File: src/hw/rtl/srm_pkg.sv
// Shared types, constants and the sine table generator of the stereo ring/AM modulator.
// Pure package: no dependencies. Used by srm_lane, srm_merge and the top level.
`timescale 1ns / 1ps
`default_nettype none

package srm_pkg;

    // Defaults of the top level parameters
    localparam int SAMPLE_RATE_HZ_DEF   = 48000;
    localparam int SINE_TABLE_DEPTH_DEF = 1024;
    localparam int SAMPLE_BITS_DEF      = 24;

    // Fixed widths
    localparam int KNOB_W = 16;   // Q0.16 knob
    localparam int FRAC_W = 24;   // Q0.24 smoothed values and phase
    localparam int SINE_W = 24;   // Q1.23 sine entries
    localparam int FACT_W = 25;   // Q.23 modulation factor, -1.0 .. +1.0
    localparam int FREQ_W = 28;   // carrier frequency, Q.16 Hz

    localparam logic [FRAC_W-1:0] HALF_Q24         = 24'h800000;
    localparam logic [FRAC_W-1:0] DEPTH_OVERSAMPLE = 24'd5872026;
    localparam logic [FREQ_W-1:0] MIN_HZ_Q16       = 28'd13107;
    localparam logic [FREQ_W-1:0] SPAN_HZ_Q16      = 28'd235916493;
    localparam logic [FREQ_W-1:0] OVERSAMPLE_HZ_Q16 = 28'd52428800;
    localparam int SLEW_Q16 = 131;

    // Configuration register indexes
    typedef enum logic [1:0] {
        CFG_TIME  = 2'd0,
        CFG_DEPTH = 2'd1
    } cfg_index_t;

    // Control from the sequencer to the merging stage
    typedef struct packed {
        logic take;     // lane results valid this cycle
        logic second;   // second tap of the 2x path
        logic dual;     // item runs on the 2x path
    } merge_ctl_t;

    // Sine of entry k of a table with 2^abits entries, Q1.23, by a Taylor series
    // on a quarter wave in Q2.30. Evaluated at elaboration only.
    function automatic logic signed [SINE_W-1:0] sine_entry(input int unsigned k,
                                                            input int unsigned abits);
        logic [31:0] ph;
        logic [1:0]  quad;
        logic [63:0] r;
        logic [63:0] theta;
        logic [63:0] t2;
        logic [63:0] term;
        longint      sum;
        ph   = 32'(k) << (32 - abits);
        quad = ph[31:30];
        r    = {34'd0, ph[29:0]};
        if (quad[0])
            r = 64'd1073741824 - r;
        theta = (r * 64'd1686629713) >> 30;
        t2    = (theta * theta) >> 30;
        sum   = longint'(theta);
        term  = ((theta * t2) >> 30) / 64'd6;
        sum   = sum - longint'(term);
        term  = ((term * t2) >> 30) / 64'd20;
        sum   = sum + longint'(term);
        term  = ((term * t2) >> 30) / 64'd42;
        sum   = sum - longint'(term);
        term  = ((term * t2) >> 30) / 64'd72;
        sum   = sum + longint'(term);
        term  = ((term * t2) >> 30) / 64'd110;
        sum   = sum - longint'(term);
        term  = ((term * t2) >> 30) / 64'd156;
        sum   = sum + longint'(term);
        if (sum < 0)
            sum = 0;
        if (sum > 64'sd1073741824)
            sum = 64'sd1073741824;
        sum = (sum + 64) >>> 7;
        if (sum > 64'sd8388607)
            sum = 64'sd8388607;
        if (quad[1])
            sum = -sum;
        return SINE_W'(sum);
    endfunction

endpackage

`default_nettype wire

File: src/hw/rtl/srm_merge.sv
// Merging stage: combines the lane results of one or two taps, averages and saturates.
// Depends on srm_pkg (merge_ctl_t).
`timescale 1ns / 1ps
`default_nettype none

module srm_merge #(
    parameter int SAMPLE_BITS = srm_pkg::SAMPLE_BITS_DEF
) (
    input  wire logic                           clk,
    input  wire srm_pkg::merge_ctl_t            ctl,
    input  wire logic signed [SAMPLE_BITS:0]    y_left,
    input  wire logic signed [SAMPLE_BITS:0]    y_right,
    output logic signed [SAMPLE_BITS-1:0]       out_left,
    output logic signed [SAMPLE_BITS-1:0]       out_right
);
    import srm_pkg::*;

    localparam logic signed [SAMPLE_BITS+1:0] SAT_HI = (SAMPLE_BITS+2)'((1 << (SAMPLE_BITS-1)) - 1);
    localparam logic signed [SAMPLE_BITS+1:0] SAT_LO = -SAT_HI - 1;

    logic signed [SAMPLE_BITS:0]    first_l_reg;
    logic signed [SAMPLE_BITS:0]    first_r_reg;
    logic signed [SAMPLE_BITS-1:0]  res_l_reg;
    logic signed [SAMPLE_BITS-1:0]  res_r_reg;
    logic signed [SAMPLE_BITS+1:0]  comb_l;
    logic signed [SAMPLE_BITS+1:0]  comb_r;

    function automatic logic signed [SAMPLE_BITS-1:0] sat(input logic signed [SAMPLE_BITS+1:0] v);
        if (v > SAT_HI)
            return SAMPLE_BITS'(SAT_HI);
        if (v < SAT_LO)
            return SAMPLE_BITS'(SAT_LO);
        return SAMPLE_BITS'(v);
    endfunction

    // Average the midpoint and end taps on the 2x path, else pass the single tap
    always_comb
    begin
        if (ctl.dual)
        begin
            comb_l = ((SAMPLE_BITS+2)'(first_l_reg) + (SAMPLE_BITS+2)'(y_left)) >>> 1;
            comb_r = ((SAMPLE_BITS+2)'(first_r_reg) + (SAMPLE_BITS+2)'(y_right)) >>> 1;
        end
        else
        begin
            comb_l = (SAMPLE_BITS+2)'(y_left);
            comb_r = (SAMPLE_BITS+2)'(y_right);
        end
    end

    always_ff @(posedge clk)
    begin
        if (ctl.take && ctl.dual && !ctl.second)
        begin
            first_l_reg <= y_left;
            first_r_reg <= y_right;
        end
        if (ctl.take && (ctl.second || !ctl.dual))
        begin
            res_l_reg <= sat(comb_l);
            res_r_reg <= sat(comb_r);
        end
    end

    assign out_left  = res_l_reg;
    assign out_right = res_r_reg;

endmodule

`default_nettype wire

File: config.mk
export PLATFORM = sky130hd
export DESIGN_NAME = srm_merge
export DESIGN_NICKNAME = d
export VERILOG_FILES = /design/src/hw/rtl/srm_pkg.sv /design/src/hw/rtl/srm_merge.sv
export SDC_FILE = /design/constraint.sdc
export NUM_CORES = 1
export LEC_CHECK = 0
export ABC_AREA = 1
export BUFFER_PORTS_ARGS = -buffer_cell sky130_fd_sc_hd__buf_4
export CAP_MARGIN = 20
export CORE_ASPECT_RATIO = 0.7
export CORE_MARGIN = 10
export CORE_UTILIZATION = 53
export CTS_CLUSTER_DIAMETER = 200
export DETAILED_ROUTE_END_ITERATION = 10
export GPL_TIMING_DRIVEN = 0
export PLACE_DENSITY = 0.77
export SLEW_MARGIN = 20
export SYNTH_ARGS = -nofsm -noshare
export SYNTH_HDL_FRONTEND = slang
export SYNTH_SLANG_ARGS = --single-unit
File: constraint.sdc
create_clock -name clk -period 4.9 [get_ports clk]
set_input_delay 0.245 -clock clk [delete_from_list [all_inputs] [get_ports clk]]
set_output_delay 0.245 -clock clk [all_outputs]
set_load 0.01 [all_outputs]
==> Word level (Yosys, flattened, before mapping) <==
Index checks and enable logic that the tools add are counted.
{ "word_totals": {"output_inout_bits": 48, "wordCells": 36, "in_bits": 54, "ff_bits": 98} }
{ "classes": {"reduce_logical": 6, "mux": 20, "order_cmp": 4, "addsub": 2} }
{ "ops": {"columns": ["op", "count"], "rows": [
  ["two-way mux 24 bit", 8],
  ["adder 25 x 25 -> 26 bit", 2],
  ["greater-than comparator 26 x 24 -> 1 bit (second input constant)", 2],
  ["< comparator 26 x 24 -> 1 bit (second input constant)", 2],
  ["two-way mux 26 bit", 2],
  ["two-way mux 1 bit", 10],
  ["logical AND 1 bit", 3],
  ["zero test 1 bit", 2],
  ["logical OR 1 bit", 1]
]} }

==> Longest topological paths before layout <==
{ "logic_depth": {"ltp_word": 9, "mapped_depth": 16, "mapped_depth_nobuf": 16} }

==> Least setup slack after synthesis <==
No wires, ideal clock.
{ "synth_timing": {"path_kind": "input -> register", "from": "input port ctl[0] (netlist bit)", "to": "register first_l_reg[0] (enable)", "n_path_buf": 1, "setup_time_ns": 0.520, "t_required_ns": 4.380, "arrival_ns": 4.053, "setup_slack_ns": 0.327, "cell_stages": 3, "path_cell_list": "clkinv_1 clkbuf_1 nor3_1"} }
{ "synth_via": {"elab_chain_cells": 2} }
{ "synth_lines": {"columns": ["element", "line_no", "rtl"], "rows": [
  ["start: declaration", "srm_merge.sv:10", "input wire srm_pkg::merge_ctl_t ctl,"],
  ["logical AND 1 bit (2 in a row)", "srm_merge.sv:53", "if (ctl.take && ctl.dual && !ctl.second)"],
  ["end signal: assignment", "srm_merge.sv:55", "first_l_reg <= y_left;"],
  ["end: declaration", "srm_merge.sv:21", "logic signed [SAMPLE_BITS:0] first_l_reg;"]
]} }
No other way between the ends.
A chain may end at the register's enable or synchronous reset.

==> Worst setup path after layout <==
{ "layout_timing": {"from": "register first_l_reg[8]", "to": "register res_l_reg[14], in the netlist out_left[14], data pin"} }
{ "layout_via": {"elab_chain_cells": 8, "elab_cells_between_ends": 12, "classes_between": "add/sub (1); order compare (2); mux (9)"} }
{ "layout_lines": {"columns": ["element", "line_no", "rtl"], "rows": [
  ["adder 25 x 25 -> 26 bit (*)", "srm_merge.sv:41", "comb_l = ((SAMPLE_BITS+2)'(first_l_reg) + (SAMPLE_BITS+2)'(y_left)) >>> 1;"],
  ["two-way mux 26 bit (*)", "srm_merge.sv:39", "if (ctl.dual)"],
  ["< comparator 26 x 24 -> 1 bit", "srm_merge.sv:31", "if (v < SAT_LO)"],
  ["two-way mux 1 bit (2 in a row)", "srm_merge.sv:31", null],
  ["two-way mux 1 bit", "srm_merge.sv:58", "if (ctl.take && (ctl.second || !ctl.dual))"],
  ["two-way mux 24 bit", "srm_merge.sv:33", "return SAMPLE_BITS'(v);"],
  ["two-way mux 24 bit (*)", "srm_merge.sv:31", null],
  ["end signal: assignment", "srm_merge.sv:60", "res_l_reg <= sat(comb_l);"],
  ["end: declaration", "srm_merge.sv:23", "logic signed [SAMPLE_BITS-1:0] res_l_reg;"]
]} }
Every way passes the cells marked *; elsewhere a longest branch is shown, timed or not. The select of a mux whose other input is x is not followed.

==> impl_metrics.json <==
{
  "power_leakage_nw": 4.29,
  "drc": 0,
  "die_area_um2": 19000,
  "cts.sinks": 98,
  "critPathLaunchType": "flop",
  "yosys_warnings": 0,
  "synthTopCellsByArea": "edfxtp_1 (40%), nand2_1 (20%), ha_1 (8.2%)",
  "synth.distinct_cells": 35,
  "rows": 35,
  "drv_cap": 0,
  "nets": 1220,
  "maxSlewHeadroom": 0.420,
  "portBuffers": 101,
  "worst_pin_slew_ps": 870,
  "fin_skew_ps": 11.9,
  "period_share": 0.546,
  "max-vdd-ir-drop_uv": 168,
  "crit_chain": "ha_1, nand2_2, inv_1, a21oi_1, nand3_1, nand2_1, nand3_1, nand2_1, nand3_2, nand4_2, buf_2, nand2_1",
  "grt_overflow": 0,
  "clk_latency_ps": 350,
  "cts_resized": 0,
  "grt_max_degree": 29,
  "max_stage_delay_ps": 390,
  "hp-class": "in2reg",
  "track_usage": 0.239,
  "area_delta_synth_final_pct": 19.0,
  "clkTransAtPathRegs_ps": 80,
  "dp_cells": 1290,
  "synth_edf_count": 98,
  "ctsHoldBuffers": 0,
  "path_max_fanout": 10,
  "diodes": 0,
  "drt-vias-per-instance": 5.36,
  "synth_top_area_share": 0.403,
  "synthArstFlopShare": 0,
  "seq_area_frac_synth": 0.403,
  "syn_nets": 1101,
  "grt_pass1_vias": 6395,
  "wirelength_mm": 23.2,
  "cpMostUsedCell": "nand2_1",
  "cts_max_level": 3,
  "yosysMostFrequentCell": "nand2_1",
  "fin_ws_ps": 2230,
  "antenna_found_initial": 1,
  "end_kind": "flop",
  "core_um2": 13300,
  "rsz0062_at_grt": "false",
  "fin_crit_ps": 2670,
  "routedWlPerCell_um": 17.8,
  "synthesis.area_um2": 7310,
  "pre_cts_ws_ps": 2300,
  "drt_iter0_drc": 866,
  "stdcell_count": 1306,
  "drtAntennaViolNets": 0,
  "stdcell_area_um2": 8700,
  "grt_pass1_wl_mm": 36.3,
  "syn_avg_cell_area_um2": 7.33,
  "die_h_um": 118,
  "status": "finished clean",
  "clk_path_buf_depth": 2,
  "crit_type": "reg2reg",
  "cp.required_ps": 5000,
  "ys.flop_type": "edfxtp_1",
  "start_util": 0.549,
  "powerDensity_nw_per_um2": 296,
  "slew_viol_final": 0,
  "fp.dieW_um": 160,
  "clock.fmax_mhz": 374,
  "worstPathArrival_ps": 2770,
  "cts_setup_buffers": 0,
  "cts_tree": "built",
  "io_pins": 102,
  "syn_inst": 997,
  "tns_ps": 0,
  "fillCellCount": 1226,
  "gp_congestion": 0.968,
  "cts_inserted_buffers": 9,
  "cp_slowest_cell": "edfxtp_1",
  "final_layout_size_suffix_gt1_frac": 0.149,
  "yosysTopAreaCell": "edfxtp_1",
  "post-dp-hpwl_mm": 18.4,
  "synth-seq-cells": 98,
  "detailed_place.area_um2": 8370,
  "finalSetupViolCount": 0,
  "cts_root_buf": "clkbuf_16",
  "dr.pass1.iters": 6,
  "synth.top_cells.by_count": "nand2_1 (394), inv_1 (115), edfxtp_1 (98)",
  "fin_util": 0.653,
  "vias": 6994,
  "final-hold-violation-count": 0
}
-- per-stage QoR --
step / hold slack [ps] / power, W
after floorplan: 344 / 0.00151
after global placement: 444 / 0.00176
after detailed placement: 445 / 0.00177
after CTS: 80.9 / 0.00256
after global routing: 80.1 / 0.00270
final: 82.6 / 0.00257
-- report_power, final --
group / switching, W / internal (W)
Sequential: 0.0000182 / 0.00101
Combinational: 0.000474 / 0.000271
Clock: 0.000349 / 0.000453
-- cell type report --
type / count / area [µm²] / area share
well taps: 185 / 231 / 0.0266
flip-flops and latches: 98 / 2940 / 0.338
repair buffers: 108 / 823 / 0.0947
clock buffers: 9 / 225 / 0.0259
multi-input cells: 765 / 3820 / 0.439
plain buffers: 18 / 121 / 0.0140
clock inverters: 7 / 98.8 / 0.0114
inverters: 116 / 435 / 0.0501
-- final timing paths --
kind	start	endpoint	slack [ps]	depth (start not counted)
worst min-delay path	y_right[17]	first_r_reg[17]	80	1
worst max register to register	first_l_reg[8]	out_left[14]	2230	12
worst min register to register	first_r_reg[1]	out_right[0]	880	5
worst max-delay path	first_l_reg[8]	out_left[14]	2230	12
-- metal layers --
layer,vias up,part of all wire,global-route usage
li1,3487,-,-
met1,3104,0.51,0.388
met2,386,0.36,0.303
met3,17,0.13,0.0645
met4,0,0.0078,0.0326
met5,-,0,0
-- layout by cell type (no fill, tap or decap), drive strengths merged --
cell type	n
ha	48
o21ai	46
o21bai	15
edfxtp	98
nand2	410
bufinv	2
a21o	2
nor2	99
nand4	16
clkinv	2
inv	118
o22ai	4
clkinvlp	1
clkbuf	13
dlymetal6s2s	1
a21oi	51
nand3	47
xor2	5
nor3	7
or2	2
a31oi	2
and2	3
fa	2
xnor2	4
a21boi	2
buf	121
-- worst max-delay path, delay by kind of cell (launching register included) --
family / cells / cell delay (ps)
DFF: 1 / 390
buffers and inverters: 2 / 330
AOI/OAI and AO/OA: 1 / 230
and+or+nand+nor: 8 / 1090
adders and majority gates: 1 / 360
-- logic make-up after synthesis --
| group | after synthesis | share of synthesized area |
|---|---|---|
| and+or+nand+nor | 584 | 0.331 |
| buffers and inverters | 134 | 0.0762 |
| AOI/OAI and AO/OA | 122 | 0.0916 |
| DFF | 98 | 0.403 |
| adders and majority gates | 50 | 0.0877 |
| xor gates and xnor gates | 9 | 0.0108 |
Power figures use the tool's default switching activity.
